===== src/rtl/a64dp_pkg.sv =====
`timescale 1ns / 1ps
// ----------------------------------------------------------------------------
// a64dp_pkg: shared types and constants
// Decoded operation record passed from the front end to the execute back end.
// ----------------------------------------------------------------------------
package a64dp_pkg;

  localparam int unsigned IW_W = 32;
  localparam int unsigned XLEN = 64;
  localparam logic [4:0] ZR_IDX = 5'd31;
  localparam logic [15:0] HALF_MASK = 16'hffff;

  typedef enum logic [2:0] {
    OPK_ADDSUB = 3'd0,
    OPK_MOVW   = 3'd1,
    OPK_LOGIC  = 3'd2,
    OPK_MUL    = 3'd3,
    OPK_BAD    = 3'd4
  } op_kind_t;

  // Decoded instruction.
  typedef struct packed {
    op_kind_t    kind;
    logic        sf;
    logic [1:0]  opc;
    logic [4:0]  rd;
    logic [4:0]  rn;
    logic [4:0]  rm;
    logic [4:0]  ra;
    logic        b_imm;      // second operand is an immediate
    logic [63:0] imm;
    logic [1:0]  sh_type;
    logic [5:0]  sh_amt;
    logic        negb;       // invert second operand (logic group)
    logic        msub;
    logic [1:0]  hw;
  } dec_op_t;

endpackage


===== src/rtl/a64dp_decode.sv =====
`timescale 1ns / 1ps
// ----------------------------------------------------------------------------
// a64dp_decode: instruction classifier
// Pure combinational decode of one instruction into a dec_op_t record.
// ----------------------------------------------------------------------------
module a64dp_decode import a64dp_pkg::*; (
  input  logic          action,
  input  logic [31:0]   iw,
  output dec_op_t       dec
);

  always_comb begin
    dec = '0;
    dec.kind    = OPK_BAD;
    dec.sf      = iw[31];
    dec.opc     = iw[30:29];
    dec.rd      = iw[4:0];
    dec.rn      = iw[9:5];
    dec.rm      = iw[20:16];
    dec.ra      = iw[14:10];
    dec.sh_type = iw[23:22];
    dec.sh_amt  = iw[15:10];
    dec.negb    = iw[21];
    dec.msub    = iw[15];
    dec.hw      = iw[22:21];
    if (!action) begin
      dec.b_imm = 1'b1;
      if (iw[25:23] == 3'b010) begin
        dec.kind = OPK_ADDSUB;
        dec.imm  = iw[22] ? {40'd0, iw[21:10], 12'd0} : {52'd0, iw[21:10]};
      end else if (iw[25:23] == 3'b101) begin
        dec.imm = {48'd0, iw[20:5]};
        if (!(iw[30:29] == 2'b01 || (!iw[31] && iw[22])))
          dec.kind = OPK_MOVW;
      end
    end else if (!iw[28]) begin
      if (!(!iw[31] && iw[15])) begin
        if (iw[24])
          dec.kind = iw[21] ? OPK_BAD : OPK_ADDSUB;
        else
          dec.kind = OPK_LOGIC;
      end
    end else if (iw[24:21] == 4'b1000) begin
      dec.kind = OPK_MUL;
    end
  end

endmodule


===== config.mk =====
export PLATFORM = sky130hd
export DESIGN_NAME = a64dp_decode
export DESIGN_NICKNAME = d
export VERILOG_FILES = /design/src/rtl/a64dp_pkg.sv /design/src/rtl/a64dp_decode.sv
export SDC_FILE = /design/constraint.sdc
export NUM_CORES = 1
export LEC_CHECK = 0
export ABC_AREA = 1
export BUFFER_PORTS_ARGS = -buffer_cell sky130_fd_sc_hd__buf_2
export CORE_ASPECT_RATIO = 2
export CORE_MARGIN = 2
export CORE_UTILIZATION = 35
export DETAILED_ROUTE_END_ITERATION = 16
export PLACE_DENSITY = 0.83
export SYNTH_ARGS = -nofsm -noshare
export SYNTH_HDL_FRONTEND = slang
export SYNTH_SLANG_ARGS = --single-unit

===== constraint.sdc =====
create_clock -name vclk -period 0.8
set_input_delay 0.04 -clock vclk [all_inputs]
set_output_delay 0.04 -clock vclk [all_outputs]
set_load 0.02 [all_outputs]

Yosys cells after proc, flatten, opt, wreduce, memory -nomap -nowiden
Index checks and enable logic that the tools add are counted.

Flip-flop bits (word level): 0. Output and inout bits: 103. Bits of input ports: 33. Word-level logic and storage cells: 21.

Equal/unequal tests: 4. Reduce and logical (&&, ||, !) cells: 4. Muxes and demuxes: 13.

Operators with widths (number): $mux 65 (1); $mux 24 (2); $mux 3 (9); $mux 16 (1); $eq 4x4->1 const B (1); $eq 3x2->1 const B (1); $eq 3x3->1 const B (1); $eq 2x1->1 const B (1); $logic_and 1x1->1 (2); $logic_not 1->1 (1); $logic_or 1x1->1 (1).

Longest topological paths before layout
Depth in word-level cells: 7. Mapped depth: 7. Gate-level depth less buffers: 7.

Least setup slack after synthesis
OpenSTA, ideal clock, no wires.

Path type: input port to output port. Start: input action. End: output dec[28] in the netlist's numbering. Stages on the path: 4. Data required time: 0.760 ns. Path slack: -0.245 ns. Arrival: 1.005 ns. Buffers on the path: 1. Cell sequence: buf_2 -> nor2_2 -> inv_1 -> nor3_1.

RTL lines: start, declared (line a64dp_decode.sv:7) `input logic action,`; end, declared (line a64dp_decode.sv:9) `output dec_op_t dec`.

==> metrics.md <==
| Metric | Value |
|---|---|
| Outcome | finished with violations |
| Failing checks | negative setup slack |
| Total grt overflow | 0 |
| Synth Cell Area | 1180 um2 |
| Pin count of the biggest net entering global routing | 9 |
| Worst setup SP type | input pin |
| Critical path arrival | 1010 ps |
| Sequential fraction of design power | 0% |
| Share of cells above drive strength 1 | 61.2% |
| Antenna fix cells | 0 |
| Detailed placement HPWL | 2.94 mm |
| Worst Setup Path Type | input pin to output port |
| P_int | 386 uW |
| Max VDD drop | 0.284 mV |
| Max-cap viol count | 0 |
| Drt drc | 0 |
| Hold WS | 80.0 ps |
| Multi-input combinational cell area | 926 um2 |
| Period Utilization, post-route | 132% |
| Clock buffers | 0 |
| Num sequential | 0 |
| Drt pass-1 iters | 4 |
| Final hold viol count | 0 |
| Initial core utilization | 37.1% |
| Io pins | 136 |
| Sw power | 754 uW |
| Cell variety after synth | 19 |
| Antenna violations before repair | 0 |
| Final worst setup slack | -253 ps |
| Via Count | 1475 |
| Setup violators final | 27 |
| Fmax | 0.949 GHz |
| Port bufs | 84 |
| Mapped Cells | 223 |
| Via density | 4.61 |
| Commonest non-fill, non-tap cell in the layout | buf_2 |
| Commonest cells after routing, fill and taps aside | 54 x buf_2, 48 x nand2_1, 40 x conb_1 |
| Die X-Extent | 45.1 um |
| Die area | 3890 um2 |
| Mean area per synthesized cell | 5.31 um2 |
| Hold crit path type | input pin to output port |
| Antenna viol nets, final | 0 |
| Tot GR Track Use | 19.1% |
| Pwr/cell area | 605 nW/um2 |
| Period minus WS final | 1050 ps |
| First-pass GRT wire length | 5.74 mm |
| Crit end category | output port |
| Register area share after synthesis | 0% |
| Clk pwr share | 0% |
| Initial drt markers | 25 |
| Share of the synthesized area in the top cell type | 48.8% |
| Switching Share | 66.2% |
| Row count | 29 |
| Avg WL per Cell | 14.0 um |
| Largest cells by area after synthesis | buf_4 49%, nand2_1 25%, inv_1 6.3% |
| Leak Pwr | 1.12 nW |
| Cell accounting for the most synthesized area | buf_4 |
| Comb pwr share | 100.0% |
| CP required | 760 ps |
| Filler Cells Inserted | 276 |
| Sequential Area | 0 um2 |
| Die Y | 86.2 um |
| Total wire length | 4.49 mm |
| Post-layout nets | 324 |
| RSZ-0062 raised after global routing | yes |
| Number of global-route vias before repair | 1291 |
| Final TNS setup | -4230 ps |
| Core area | 3190 um2 |
| YS warnings | 0 |
| Critical path peak fanout | 6 |
| GP Congestion | 0.877 |
| Slew Viols, Final | 0 |
| Layout area overhead | 59.2% |
-- cell type report --
class / count / share of cell area (%)
inverters: 21 / 4.45
repair buffers: 109 / 44.4
multi-input cells: 159 / 49.1
well taps: 31 / 2.06
-- critical path: stages --
cell and delay (ps):
buf_8 80, inv_4 40, buf_6 120, nor3_4 190
buf_6 190, nand2_1 80, a21oi_2 130, buf_4 150
-- cell usage after synthesis --
| library cell | number |
|---|---|
| buf_2 | 3 |
| o21ai_2 | 1 |
| nor2_1 | 14 |
| nand2_2 | 1 |
| inv_1 | 20 |
| nand2_1 | 80 |
| nor2_2 | 3 |
| buf_6 | 1 |
| nor3_1 | 7 |
| inv_2 | 1 |
| nand3_1 | 4 |
| conb_1 | 1 |
| nand4_1 | 1 |
| nor3_2 | 1 |
| buf_4 | 77 |
| o21ai_0 | 4 |
| clkbuf_1 | 1 |
| a21oi_1 | 2 |
| o21ai_1 | 1 |
-- per-layer routing --
metal	wire, um	vias up	part of all wire [%]	GRT usage, %
li1	-	687	-	-
met1	1280	646	28	18.3
met2	2650	121	59	37.1
met3	372	21	8.3	2.50
met4	185	0	4.1	8.02
met5	0	-	0	0
-- final timing paths --
kind | endpoint | slack [ps] | cells past startpoint | start
setup / recovery | dec[22] | -250 | 8 | iw[24]
hold / removal | dec[92] | 80 | 0 | iw[0]
-- metrics by stage --
stage	setup WS (ps)	area [um2]	util, %	cells	power [mW]
CTS	-182	1700	53.3	317	1.02
global placement	-263	1420	44.5	316	0.877
finish	-253	1880	59.0	320	1.14
floorplan	-40.0	1400	-	262	0.853
global route	-286	1880	59.0	320	1.21
detailed placement	-272	1420	44.5	316	0.888
-- power groups by stage --
stage | combinational [mW] | clock, mW | sequential [mW]
after floorplan | 0.853 | 0 | 0
after global placement | 0.877 | 0 | 0
after detailed placement | 0.888 | 0 | 0
final | 1.14 | 0 | 0
after global routing | 1.21 | 0 | 0
after CTS | 1.02 | 0 | 0
-- kinds of logic after synthesis --
group	after synthesis	synth area share, %
buffers and inverters	103	58.0
other	1	0.317
AOI/OAI and AO/OA	8	3.70
and+or+nand+nor	111	38.0
-- what timing repair did --
action,4_1_cts,5_1_grt
endpoints found under the setup margin,26,27
gates resized for setup,88,48
setup buffers,0,3
pin swaps,13,20
gates cloned,1,0
hold buffers,0,0
Note: power is estimated with default switching activity, not from simulation.
