<file path="config.mk">
export PLATFORM = sky130hd
export DESIGN_NAME = a64dp_fifo
export DESIGN_NICKNAME = d
export VERILOG_FILES = /design/src/rtl/a64dp_pkg.sv /design/src/rtl/a64dp_fifo.sv
export SDC_FILE = /design/constraint.sdc
export NUM_CORES = 1
export LEC_CHECK = 0
export BUFFER_PORTS_ARGS = -buffer_cell sky130_fd_sc_hd__buf_2
export CAP_MARGIN = 10
export CORE_MARGIN = 3
export CORE_UTILIZATION = 55
export CTS_CLUSTER_SIZE = 12
export DETAILED_ROUTE_END_ITERATION = 16
export HOLD_SLACK_MARGIN = 0.08
export PLACE_DENSITY = 0.83
export SLEW_MARGIN = 10
export SYNTH_ARGS = -nofsm -noshare
export SYNTH_HDL_FRONTEND = slang
export SYNTH_SLANG_ARGS = --single-unit
</file>
<file path="constraint.sdc">
create_clock -name clk -period 8.2 [get_ports clk]
set_input_delay 0.41 -clock clk [delete_from_list [all_inputs] [get_ports clk]]
set_output_delay 0.41 -clock clk [all_outputs]
set_load 0.05 [all_outputs]
</file>
<file path="src/rtl/a64dp_pkg.sv">
`timescale 1ns / 1ps
// ----------------------------------------------------------------------------
// a64dp_pkg: shared types and constants
// Decoded operation record passed from the front end to the execute back end.
// ----------------------------------------------------------------------------
package a64dp_pkg;

  localparam int unsigned IW_W = 32;
  localparam int unsigned XLEN = 64;
  localparam logic [4:0] ZR_IDX = 5'd31;
  localparam logic [15:0] HALF_MASK = 16'hffff;

  typedef enum logic [2:0] {
    OPK_ADDSUB = 3'd0,
    OPK_MOVW   = 3'd1,
    OPK_LOGIC  = 3'd2,
    OPK_MUL    = 3'd3,
    OPK_BAD    = 3'd4
  } op_kind_t;

  // Decoded instruction.
  typedef struct packed {
    op_kind_t    kind;
    logic        sf;
    logic [1:0]  opc;
    logic [4:0]  rd;
    logic [4:0]  rn;
    logic [4:0]  rm;
    logic [4:0]  ra;
    logic        b_imm;      // second operand is an immediate
    logic [63:0] imm;
    logic [1:0]  sh_type;
    logic [5:0]  sh_amt;
    logic        negb;       // invert second operand (logic group)
    logic        msub;
    logic [1:0]  hw;
  } dec_op_t;

endpackage

</file>
<file path="src/rtl/a64dp_fifo.sv">
`timescale 1ns / 1ps
// ----------------------------------------------------------------------------
// a64dp_fifo: decoded-op queue
// Two-entry queue that decouples the decode front from the execute back.
// ----------------------------------------------------------------------------
module a64dp_fifo import a64dp_pkg::*; (
  input  logic    clk,
  input  logic    rst,
  input  logic    in_valid,
  output logic    in_ready,
  input  dec_op_t in_data,
  output logic    out_valid,
  input  logic    out_ready,
  output dec_op_t out_data
);

  dec_op_t     mem [2];
  logic        wp;
  logic        rp;
  logic [1:0]  count;

  logic push, pop;
  assign in_ready  = (count != 2'd2);
  assign out_valid = (count != 2'd0);
  assign out_data  = mem[rp];
  assign push = in_valid && in_ready;
  assign pop  = out_valid && out_ready;

  always_ff @(posedge clk) begin
    if (push) mem[wp] <= in_data;
  end

  always_ff @(posedge clk) begin
    if (rst) begin
      wp <= 1'b0;
      rp <= 1'b0;
      count <= 2'd0;
    end else begin
      if (push) wp <= ~wp;
      if (pop) rp <= ~rp;
      count <= count + {1'b0, push} - {1'b0, pop};
    end
  end

endmodule

</file>
[Word-level counts from Yosys, hierarchy flattened]
Memories as Yosys holds them, arrays and structs flattened. A register that Yosys moved wholly into a read port is not among the register bits.
Cells that the tools add are included.
Storage, ports and cells
  output and inout port bits: 105
  memories: 1
  bits in writable memories: 206
  flip-flop bits (word level): 4
Operators by class
  $add $sub $neg: 2
  eq/ne operators: 1
  reduce and logical (&&, ||, !) cells: 3
  multiplexer cells: 4
  bitwise logic cells: 2
Memory list
  mem: words 2, width 103, rd ports 1, clocked after memory_dff 1, wr ports 1, line a64dp_fifo.sv:17  | dec_op_t mem [2];
Operators with widths (number)
  two-way mux 1 bit: 4
  adder 2 x 1 -> 2 bit: 1
  logical AND 1 bit: 2
  != test 2 bit (second input constant): 1
  inverter 1 bit: 2
  nonzero test 2 bit: 1
  subtractor 2 x 1 -> 2 bit: 1

[Longest topological paths before layout]
Gate-level depths: netlist of run 1.
  depth after elaboration: 4
  depth in mapped cells: 8

[Worst setup path after synthesis of run 1]
OpenSTA, ideal clock, no wires.
  path kind: reg2reg
  from: reg count[0]
  to: mem mem[0][0] (netlist bit) (enable)
  arrival: 5298 ps
  path buffers: 0
  stages on the path, launching flop included: 4
  data required time: 7634 ps
  period minus slack after synthesis: 5864 ps
  library setup time: 566 ps
  setup slack: 2336 ps
  cell sequence: dfxtp_1 nand2b_1 nand2_1 nor2_1
On the way
  word-level cells in the longest chain between the ends: 4
RTL lines
  start, declared: line a64dp_fifo.sv:20  | logic [1:0] count;
  start signal, assigned: line a64dp_fifo.sv:41  | count <= count + {1'b0, push} - {1'b0, pop};
  != test 2 bit: line a64dp_fifo.sv:23  | assign in_ready = (count != 2'd2);
  via in_ready: line a64dp_fifo.sv:10  | output logic in_ready,
  logical AND 1 bit: line a64dp_fifo.sv:26  | assign push = in_valid && in_ready;
  two-way mux 1 bit: line a64dp_fifo.sv:30  | if (push) mem[wp] <= in_data;
  two-way mux 1 bit (implied by the code): line a64dp_fifo.sv:30
  end, declared: line a64dp_fifo.sv:17
The timed path passes the listed nets, and every way through them passes these cells.

==> qor.log, run 1 <==
qor: outcome.status complete, no violations
qor: cts.htree_levels 1
qor: floorplan.chipHeight 124 um
qor: cts.clock_path_buffers 3
qor: grt.most_used_routing_layer_in_global_routing met2
qor: sta.layout_setup_ws 5170 ps
qor: hold_path.hold_class primary input to flop
qor: setup_path.arrival 2620 ps
qor: sta.finalSetupViolCount 0
qor: setup_path.crit_chain buf_4, mux2_2, buf_2
qor: routing.remaining_drc_errors 0
qor: setup_path.timing.setup.critical_path_class flop to output pin
qor: placement.place.detailed.instances 724
qor: cts.cts_num_sinks 211
qor: sta.fmax 0.330 GHz
qor: logic_synthesis.netlist-cell-type-count 17
qor: routing.detail-route-antenna-nets 0
qor: logic_synthesis.synth_top_flop_cell edfxtp_1
qor: grt.grt_util_met3 5.72%
qor: setup_path.count_of_buffering_cells_on_the_critical_path_with_inverters_included 2
qor: setup_path.timing.critical_path.slowest_stage_cell dfxtp_4
qor: routing.wl_per_cell 18.2 um
qor: cts.post_cts_resize_count 0
qor: cts.cts_made_buffers 22
qor: routing.drt_pre_antenna_iters 4
qor: final_layout.share_of_cells_above_drive_strength_1 60.0%
qor: setup_path.worst_path_largest_cell_delay 740 ps
qor: placement.globalplace.congestion 0.720
qor: grt.global_route_wire_length_before_repair 20200 um
qor: logic_synthesis.yosysTopAreaCell edfxtp_1
qor: sta.rsz0062_at_grt false
qor: setup_path.critical_path.max_fanout 58
qor: setup_path.reg2reg_from count[0]
qor: logic_synthesis.fraction_of_synthesized_cell_area_taken_by_the_top_area_cell_type 80.6%
qor: grt.grt-ovfl-total 0
qor: setup_path.crit_path_end_kind output pin
qor: grt.vias_in_the_first_global_route 4074
qor: cts.clk-insertion-delay-late 470 ps
qor: logic_synthesis.post_synth.cell_area_avg 22.3 sq um
qor: power.ratio_of_total_power_to_cell_area 358 nW/um^2
qor: power.power.leakage 3.58 nW
qor: logic_synthesis.yosysMostFrequentCell edfxtp_1
qor: cts.cts.root.buffer_cell clkbuf_16
qor: logic_synthesis.post_synth_main_area_contributors edfxtp_1 81%, mux2_2 15%, dfxtp_1 1.3%, buf_6 1.0%, ha_1 0.33%
qor: routing.routed_wl 13800 um
qor: sta.fin_worst_skew 4.32 ps
qor: floorplan.dieWidth 124 um
qor: logic_synthesis.edff_count_synth 206
qor: logic_synthesis.seq_area_frac_synth 81.9%
qor: logic_synthesis.mappedNetlistNets 453
qor: placement.dpl_worst_slack 5630 ps
qor: floorplan.floorplan.core_area 13500 sq um
qor: routing.drt-initial-drc-count 299
qor: logic_synthesis.synth-seq-cells 211
qor: floorplan.floorplan.initialDensity 57.0%
qor: sta.maxSlewViolCount 0
qor: sta.report.final.hold_viol_count 0
qor: placement.dp.final_hpwl 9260 um
qor: routing.via_count 3908
qor: setup_path.type_of_element_launching_the_critical_path flop
qor: logic_synthesis.syn_inst 344
qor: cts.tritoncts done
qor: placement.io_buffer_count 211
qor: final_layout.design.final.nets 681
qor: grt.antenna_violations_before_repair 0
qor: sta.max-slew-margin-rel 50.2%
qor: setup_path.worst_ep_required_time 7790 ps
qor: sta.fraction_of_the_cycle_the_final_worst_path_needs 37.0%
qor: logic_synthesis.postSynth.asyncResetShare 0%
qor: hold_path.min_to mem[1][24]
qor: logic_synthesis.netlist_top_cells_count 206 x edfxtp_1, 104 x mux2_2, 7 x buf_6, 5 x dfxtp_1, 5 x nor2_1
qor: grt.grt.met1_usage 20.8%
qor: hold_path.hold_path_depth 1
qor: flow_run.timing.max_cap.violations 0
qor: setup_path.worstReg2RegEnd mem[1][61]
qor: cts.cts.reportedPaths.clkPinSlew 60 ps
qor: setup_path.critical-path-top-delay-family buffers and inverters
qor: cts.post-cts-setup-buffer-count 0
qor: sta.tns 0 ps
qor: setup_path.logic_depth_of_the_worst_register_to_register_path 3
qor: hold_path.hold_path.startpoint in_data[24]
qor: final_layout.area_growth 24.3%
qor: floorplan.io-pin-count 212
qor: final_layout.antennaDiodeCount 0
qor: placement.dpl-instance-area 8900 sq um
qor: floorplan.die_outline_area 15400 sq um
qor: power.max-vdd-ir-drop 0.223 mV
qor: sta.tightestPinTransition 747 ps
qor: floorplan.placementRows 42
qor: grt.grt_max_degree 59
qor: final_layout.post_layout_inst_area 9540 sq um
qor: final_layout.finish.cell_count_without_fillers 759
qor: logic_synthesis.synthesis.yosys.warnings 0
qor: cts.cts_hold_buf 0
qor: sta.finalCriticalPeriod 3030 ps
qor: setup_path.ff2ff_setup_slack 5910 ps
qor: grt.total_track_usage 17.1%
qor: grt.grt_use_met2 29.7%
qor: routing.vias_per_cell 5.15
qor: logic_synthesis.synth.cell_area 7670 sq um
==> through the flow <==
| stage | power, mW | util (%) | hold slack, ps |
|---|---|---|---|
| after global routing | 3.55 | 70.9 | 95.5 |
| after floorplan | 2.35 | - | 481 |
| after CTS | 3.45 | 70.9 | 101 |
| after detailed placement | 2.56 | 66.1 | 510 |
| final | 3.41 | 70.9 | 118 |
| after global placement | 2.54 | 66.1 | 493 |
==> state kept, by name (all words and copies together) (netlist names), named ones only <==
name   flops
count      2
wp         1
rp         1
mem      206
==> kinds of logic after synthesis <==
kind of cell / count (synthesis) / share of synthesized area (%)
AOI/OAI and AO/OA: 1 / 0.0979
xor gates and xnor gates: 3 / 0.342
adders and majority gates: 2 / 0.326
buffers and inverters: 12 / 1.37
DFF: 211 / 81.9
muxes: 104 / 15.3
and+or+nand+nor: 11 / 0.701
==> power breakdown <==
part           leakage, nW  total (mW)  internal, mW  switching (mW)
registers             1.97        1.42          1.36          0.0615
logic                 1.29        1.11         0.304           0.806
clock network        0.315       0.885         0.528           0.357
==> final cells by class <==
cell class / count / area (sq um)
Tap cell: 176 / 220
Inverter: 1 / 3.75
Multi-Input combinational cell: 121 / 1300
Clock buffer: 33 / 633
Sequential cell: 211 / 6290
Timing Repair Buffer: 215 / 1090
Fill cell: 852 / 3910
Clock inverter: 2 / 13.8
==> layer usage <==
layer / up-vias / wire length, um
met5: - / 0
met4: 0 / 183
met3: 19 / 1320
met2: 163 / 6910
met1: 1909 / 5360
li1: 1817 / -
==> worst max-delay path by stage <==
stage	startpoint	endpoint	cells after the start
final	flop	out_data[42]	3
after global routing	flop	out_data[42]	3
after CTS	flop	out_data[42]	3
after detailed placement	flop	out_data[42]	3
after global placement	flop	out_data[42]	3
after floorplan	count[0]	mem[0][0]	3
==> cells in the final DEF (no fill, tap or decap), drive strengths merged <==
| cell | instances |
|---|---|
| buf | 215 |
| dfxtp | 5 |
| edfxtp | 206 |
| nand2b | 1 |
| inv | 1 |
| xnor2 | 2 |
| nor2 | 5 |
| o21a | 1 |
| mux2 | 104 |
| or2 | 1 |
| xor2 | 1 |
| clkbuf | 33 |
| nand2 | 1 |
| and3 | 1 |
| ha | 2 |
| nor2b | 2 |
| clkinv | 2 |
Note: power is estimated with default switching activity, not from simulation.
==> run 2, diff against run 1 <==
--- a/config.mk
+++ b/config.mk
@@ -8,11 +8,11 @@
 export BUFFER_PORTS_ARGS = -buffer_cell sky130_fd_sc_hd__buf_2
 export CAP_MARGIN = 10
 export CORE_MARGIN = 3
-export CORE_UTILIZATION = 55
+export CORE_UTILIZATION = 47
 export CTS_CLUSTER_SIZE = 12
 export DETAILED_ROUTE_END_ITERATION = 16
 export HOLD_SLACK_MARGIN = 0.08
-export PLACE_DENSITY = 0.83
+export PLACE_DENSITY = 0.76
 export SLEW_MARGIN = 10
 export SYNTH_ARGS = -nofsm -noshare
 export SYNTH_HDL_FRONTEND = slang
==> constraint.sdc (replaced) <==
create_clock -name clk -period 2.54 [get_ports clk]
set_input_delay 0.127 -clock clk [delete_from_list [all_inputs] [get_ports clk]]
set_output_delay 0.127 -clock clk [all_outputs]
set_load 0.05 [all_outputs]
==> run 2 against run 1 <==
  * Flip-flop and latch count unchanged
  * Utilization decreased by 3.5 points
  * Global-route usage increased by 0.12 points
  * First-iteration DRC count decreased by 22%
  * Register-to-register slack got worse by 5000 ps
  * Sequential power increased to 3.2 times the previous value
  * Design area increased by 13%
==> qor.log, run 2 (synthesized netlist as in run 1, its figures left out) <==
qor: final_layout.antennaDiodeCount 0 [unchanged]
qor: routing.wl_per_cell 17.5 um [-3.4%]
qor: routing.via_count 4389 [+12%]
qor: final_layout.mostFrequentLayoutCells 211 x buf_2, 206 x edfxtp_1, 107 x dlygate4sd3_1
qor: floorplan.die_outline_area 17900 sq um [+16%]
qor: floorplan.floorplan.core_area 15900 sq um [+19%]
qor: sta.finalSetupViolCount 0 [unchanged]
qor: sta.rsz0062_at_grt false
qor: setup_path.worst_path_largest_cell_delay 560 ps [-180 ps]
qor: cts.tritoncts done
qor: final_layout.layout_commonest_cell buf_2
qor: sta.max-slew-margin-rel 59.7% [+9.5 points]
qor: cts.cts_hold_buf 107 [+107]
qor: placement.globalplace.congestion 0.761 [+5.7%]
qor: cts.clk-insertion-delay-late 480 ps [about the same]
qor: routing.detail-route-antenna-nets 0 [unchanged]
qor: sta.final_hold_slack 369 ps [+251 ps]
qor: cts.cts_made_buffers 22 [unchanged]
qor: setup_path.type_of_element_launching_the_critical_path flop
qor: grt.vias_in_the_first_global_route 4744 [+16%]
qor: setup_path.arrival 2040 ps [-580 ps]
qor: final_layout.area_growth 40.0%
qor: sta.fmax 0.461 GHz
qor: grt.grt_max_degree 61 [+3.4%]
qor: setup_path.reg2reg_from count[1]
qor: sta.layout_setup_ws 370 ps [-4800 ps]
qor: setup_path.crit_path_end_kind output pin
qor: final_layout.area_used_by_multi_input_combinational_logic 1310 sq um [+1.2%]
qor: cts.htree_levels 1 [unchanged]
qor: routing.routed_wl 16000 um [+16%]
qor: routing.remaining_drc_errors 0 [unchanged]
qor: floorplan.chipHeight 134 um [+7.8%]
qor: placement.dpl_worst_slack 856 ps [-4770 ps]
qor: setup_path.critical_path.max_fanout 25 [-57%]
qor: power.power.leakage 4.06 nW [+13%]
qor: placement.io_buffer_count 211 [unchanged]
qor: sta.fraction_of_the_cycle_the_final_worst_path_needs 85.4%
qor: final_layout.biggestRegsByFlops mem: 206 flops, count: 2 flops
qor: final_layout.postLayoutCoreUtil 67.4% [-3.5 points]
qor: cts.post_cts_resize_count 0 [unchanged]
qor: setup_path.worst_ep_required_time 2410 ps [-5380 ps]
qor: routing.drt_pre_antenna_iters 4 [unchanged]
qor: final_layout.fill_cells 1052 [+23%]
qor: cts.post-cts-setup-buffer-count 0 [unchanged]
qor: routing.vias_per_cell 4.82 [-6.3%]
qor: placement.dp.final_hpwl 9510 um [+2.7%]
qor: sta.maxSlewViolCount 0 [unchanged]
qor: setup_path.timing.critical_path.slowest_stage_cell dfxtp_4
qor: final_layout.design.final.nets 790 [+16%]
qor: final_layout.largest_register_by_flop_count mem
qor: power.max-vdd-ir-drop 0.842 mV [+280%]
qor: outcome.status complete, no violations
qor: final_layout.share_of_cells_above_drive_strength_1 51.0% [-9.0 points]
qor: cts.cts_num_sinks 211 [unchanged]
qor: grt.global_route_wire_length_before_repair 24600 um [+22%]
qor: sta.tightestPinTransition 604 ps [-142 ps]
qor: grt.antenna_violations_before_repair 0 [unchanged]
qor: floorplan.floorplan.initialDensity 48.1% [-8.9 points]
qor: sta.finalCriticalPeriod 2170 ps
qor: routing.drt-initial-drc-count 234 [-22%]
qor: floorplan.placementRows 46 [+9.5%]
qor: floorplan.io-pin-count 212 [unchanged]
qor: floorplan.dieWidth 134 um [+7.8%]
qor: sta.report.final.hold_viol_count 0 [unchanged]
qor: hold_path.hold_path.startpoint in_data[39]
qor: grt.grt-ovfl-total 0 [unchanged]
qor: setup_path.crit_chain buf_4, mux2_2, buf_2
qor: setup_path.timing.setup.critical_path_class flop to output pin
qor: cts.cts.reportedPaths.clkPinSlew 60 ps [about the same]
qor: cts.cts.root.buffer_cell clkbuf_16
qor: final_layout.largest_reg_flops 206 [unchanged]
qor: sta.fin_worst_skew 3.72 ps [-0.597 ps]
qor: hold_path.hold_class primary input to flop
qor: cts.clock_path_buffers 3 [unchanged]
qor: flow_run.timing.max_cap.violations 0 [unchanged]
qor: grt.total_track_usage 17.2% [+0.12 points]
qor: power.ratio_of_total_power_to_cell_area 1050 nW/um^2 [+190%]
qor: final_layout.register_area 6290 sq um [about the same]
run 2: cell types whose count changed in the layout (fill, tap and decap cells not counted):
cell           change
nand2_4            +1
clkinv_4           -1
nand2_1            -1
nand2b_1           -1
clkinv_1           +2
dlygate4sd3_1    +107
nand2b_4           +1
clkbuf_1           +1
buf_12             +4
dfxtp_1            -1
dfxtp_2            +1
buf_4              -2
run 2: area by class of cell:
| type | instances | area share (%) |
|---|---|---|
| multi-input combinational | 121 | 12.2 |
| tap | 216 | 2.51 |
| inverter | 1 | 0.0349 |
| clock inverter | 3 | 0.116 |
| clock buffer | 34 | 5.93 |
| timing repair buffer | 324 | 20.7 |
| sequential | 211 | 58.5 |
run 2: worst paths after layout:
check | slack, ps | end | cells after the start
setup / recovery | 370 | out_data[34] | 3
hold / removal | 370 | mem[1][39] | 2
setup reg to reg | 910 | flop | 4
hold reg to reg | 580 | rp | 2
run 2: metal layers:
metal / track usage [%] / wire length, um / up-vias
met5: 0 / 0 / -
met4: 5.14 / 296 / 0
met3: 4.65 / 1130 / 26
met2: 30.9 / 8550 / 166
met1: 20.3 / 5990 / 2165
li1: - / - / 2032
run 2: where the power goes:
group,total (mW),switching [mW],internal [mW]
clock,2.87,1.17,1.71
combinational,3.88,2.73,1.15
sequential,4.54,0.166,4.38
total,11.3,4.06,7.24
run 2: critical path: cells and delay by family (launching register included):
kind / cells / cell delay (ps)
muxes: 1 / 380
buffers and inverters: 2 / 590
DFF: 1 / 560
run 2: stage by stage:
step           TNS (ps)  instances  instance area [sq um]  total power, mW
2_1_floorplan     -5680        344                   7700             7.54
3_3_place_gp          0        766                   9030             8.27
3_5_place_dp          0        766                   9030             8.35
4_1_cts               0        910                  10700             11.4
5_1_grt               0        910                  10700             11.7
6_report              0        910                  10700             11.3
==> run 3, diff against run 2 <==
--- a/config.mk
+++ b/config.mk
@@ -8,11 +8,12 @@
 export BUFFER_PORTS_ARGS = -buffer_cell sky130_fd_sc_hd__buf_2
 export CAP_MARGIN = 10
 export CORE_MARGIN = 3
-export CORE_UTILIZATION = 47
+export CORE_UTILIZATION = 49
+export CTS_BUF_LIST = sky130_fd_sc_hd__clkbuf_4 sky130_fd_sc_hd__clkbuf_8
 export CTS_CLUSTER_SIZE = 12
 export DETAILED_ROUTE_END_ITERATION = 16
 export HOLD_SLACK_MARGIN = 0.08
-export PLACE_DENSITY = 0.76
+export PLACE_DENSITY = 0.87
 export SLEW_MARGIN = 10
 export SYNTH_ARGS = -nofsm -noshare
 export SYNTH_HDL_FRONTEND = slang
==> run 3 against run 2 <==
  * Sequential share of layout area up 0.34 points
  * Design area down 0.57%
  * Routed wire length up 4.5%
  * Critical path depth unchanged
  * Count of clock-buffer cells in the layout up 11
  * Non-clock buffer count down 1
  * Largest cell class unchanged
==> qor.log, run 3 (synthesized netlist as in run 1, its figures left out) <==
qor: final_layout.antennaDiodeCount 0 [unchanged]
qor: setup_path.arrival 2080 ps [+40 ps]
qor: setup_path.critical_path.max_fanout 34 [+36%]
qor: power.power.leakage 4.06 nW [+0.19%]
qor: final_layout.design.final.nets 798 [+1.0%]
qor: sta.finalSetupViolCount 0 [unchanged]
qor: grt.grt.met1_usage 21.7% [+1.4 points]
qor: setup_path.worst_path_largest_cell_delay 470 ps [-90 ps]
qor: grt.grt_util_met3 6.39% [+1.7 points]
qor: grt.most_used_routing_layer_in_global_routing met2
qor: floorplan.dieWidth 131 um [-2.0%]
qor: cts.clock_path_buffers 3 [unchanged]
qor: sta.max-slew-margin-rel 56.2% [-3.5 points]
qor: setup_path.worst_ep_required_time 2410 ps [about the same]
qor: sta.fmax 0.454 GHz [-1.5%]
qor: sta.rsz0062_at_grt false
qor: hold_path.hold_path_depth 2 [unchanged]
qor: floorplan.placementRows 45 [-2.2%]
qor: setup_path.timing.setup.critical_path_class flop to output pin
qor: final_layout.fill_cells 946 [-10%]
qor: cts.cts.root.buffer_cell clkbuf_8
qor: final_layout.area_growth 39.2%
qor: floorplan.die_outline_area 17200 sq um [-3.9%]
qor: sta.tightestPinTransition 657 ps [+53.2 ps]
qor: setup_path.type_of_element_launching_the_critical_path flop
qor: setup_path.ff2ff_setup_slack 800 ps [-110 ps]
qor: routing.routed_wl 16700 um [+4.5%]
qor: routing.wl_per_cell 18.1 um [+3.3%]
qor: cts.post-cts-setup-buffer-count 0 [unchanged]
qor: cts.clk-insertion-delay-late 540 ps [+60 ps]
qor: placement.io_buffer_count 211 [unchanged]
qor: cts.cts.reportedPaths.clkPinSlew 70 ps [about the same]
qor: power.netSwitchingFraction 37.0% [+1.1 points]
qor: grt.vias_in_the_first_global_route 5042 [+6.3%]
qor: power.sequentialPowerShare 40.8% [+0.6 points]
qor: routing.remaining_drc_errors 0 [unchanged]
qor: routing.detail-route-antenna-nets 0 [unchanged]
qor: grt.total_track_usage 19.0% [+1.8 points]
qor: final_layout.largest_reg_flops 206 [unchanged]
qor: cts.cts_num_sinks 211 [unchanged]
qor: setup_path.logic_depth_of_the_worst_register_to_register_path 3 [-1]
qor: final_layout.register_area 6290 sq um [unchanged]
qor: setup_path.worstReg2RegEnd mem[1][87]
qor: placement.globalplace.congestion 0.730 [-4.1%]
qor: grt.grt_max_degree 57 [-6.6%]
qor: cts.htree_levels 1 [unchanged]
qor: final_layout.finish.cell_count_without_fillers 921 [+1.2%]
qor: sta.maxSlewViolCount 0 [unchanged]
qor: cts.cts_made_buffers 31 [+41%]
qor: final_layout.area_used_by_multi_input_combinational_logic 1310 sq um [unchanged]
qor: final_layout.biggestRegsByFlops mem: 206 flops, count: 2 flops
qor: final_layout.layout_commonest_cell buf_2
qor: setup_path.crit_path_end_kind output pin
qor: routing.vias_per_cell 4.82 [about the same]
qor: grt.antenna_violations_before_repair 0 [unchanged]
qor: cts.tritoncts done
qor: sta.report.final.hold_viol_count 0 [unchanged]
qor: final_layout.share_of_cells_above_drive_strength_1 53.4% [+2.4 points]
qor: routing.drt_pre_antenna_iters 4 [unchanged]
qor: routing.drt-initial-drc-count 225 [-3.8%]
qor: flow_run.timing.max_cap.violations 0 [unchanged]
qor: power.total_power 11.1 mW [-1.6%]
qor: grt.global_route_wire_length_before_repair 26500 um [+8.0%]
qor: sta.finalCriticalPeriod 2200 ps [+32.1 ps]
qor: final_layout.largest_register_by_flop_count mem
qor: floorplan.io-pin-count 212 [unchanged]
qor: grt.grt-ovfl-total 0 [unchanged]
qor: power.ratio_of_total_power_to_cell_area 1040 nW/um^2 [-1.1%]
qor: floorplan.floorplan.core_area 15300 sq um [-4.3%]
qor: placement.dp.final_hpwl 9360 um [-1.5%]
qor: power.power_frac_comb 35.1% [+0.8 points]
qor: sta.fin_worst_skew 20.6 ps [+16.9 ps]
qor: setup_path.crit_chain buf_4, mux2_2, buf_2
qor: power.total_switching_power 4.11 mW [+1.4%]
qor: power.internal_power 7.00 mW [-3.3%]
qor: sta.fraction_of_the_cycle_the_final_worst_path_needs 86.7% [+1.3 points]
qor: floorplan.chipHeight 131 um [-2.0%]
qor: hold_path.hold_class primary input to flop
qor: power.max-vdd-ir-drop 0.727 mV [-14%]
qor: power.clock_power_share 24.2% [-1.2 points]
qor: routing.via_count 4439 [+1.1%]
qor: outcome.status complete, no violations
qor: hold_path.min_to mem[0][36]
qor: floorplan.floorplan.initialDensity 50.3% [+2.2 points]
qor: hold_path.hold_path.startpoint in_data[36]
qor: final_layout.mostFrequentLayoutCells 211 x buf_2, 206 x edfxtp_1, 106 x dlygate4sd3_1
qor: grt.grt_use_met2 33.9% [+3.0 points]
qor: placement.place.detailed.instances 761 [-0.65%]
qor: setup_path.reg2reg_from count[0]
qor: setup_path.timing.critical_path.slowest_stage_cell dfxtp_4
[run 3: changes by cell type in the layout (fill, tap and decap cells not counted), sizes merged]
| cell | previous run | this run |
|---|---|---|
| clkinv | 3 | 8 |
| clkbuf | 34 | 45 |
| dlygate4sd3 | 107 | 106 |
| bufinv | 0 | 1 |
[run 3: how the worst max path moves through the flow]
| stage | slack (ps) | to | start | depth (start not counted) |
|---|---|---|---|---|
| finish | 340 | out_data[3] | flop | 3 |
| global route | 230 | out_data[3] | flop | 3 |
| CTS | 290 | out_data[3] | flop | 3 |
| detailed placement | 820 | mem[1][96] | count[0] | 3 |
| global placement | 880 | mem[1][97] | count[0] | 3 |
| floorplan | -60 | mem[0][0] | count[0] | 3 |
[run 3: layer usage]
layer	vias to the layer above	routed length [um]
li1	2055	-
met1	2163	6420
met2	189	8750
met3	32	1170
met4	0	345
met5	-	0
[run 3: area by class of cell]
cell class | count | share of cell area (%)
flip-flops and latches | 211 | 58.9
repair buffers | 323 | 20.6
multi-input cells | 121 | 12.3
clock buffers | 45 | 5.15
well taps | 211 | 2.47
clock inverters | 9 | 0.621
inverters | 1 | 0.0351
[run 3: stage by stage]
step | hold WS, ps | TNS, ps | setup WS [ps] | cell area [sq um] | utilization [%]
2_1_floorplan | 191 | -5680 | -55.2 | 7700 | -
3_3_place_gp | 315 | 0 | 882 | 9010 | 59.0
3_5_place_dp | 318 | 0 | 815 | 9010 | 59.0
4_1_cts | 282 | 0 | 287 | 10700 | 70.0
5_1_grt | 288 | 0 | 230 | 10700 | 70.0
6_report | 320 | 0 | 338 | 10700 | 70.0
[run 3: critical path, delay by kind of cell (launching register included)]
family                 cells  cell delay, ps
buffers and inverters      2             650
flip-flops                 1             470
multiplexers               1             410
[run 3: timing repair]
action,CTS,global route
setup endpoints to repair,0,0
hold buffers,106,0
hold endpoints to repair,211,0
resized for setup,0,0
[run 3: power groups by stage]
| stage | combinational, mW | sequential (mW) | clock, mW |
|---|---|---|---|
| 6_report | 3.90 | 4.53 | 2.69 |
| 2_1_floorplan | 3.00 | 4.54 | 0 |
| 5_1_grt | 4.06 | 4.57 | 2.91 |
| 3_3_place_gp | 3.68 | 4.56 | 0 |
| 4_1_cts | 3.90 | 4.53 | 2.73 |
| 3_5_place_dp | 3.75 | 4.60 | 0 |
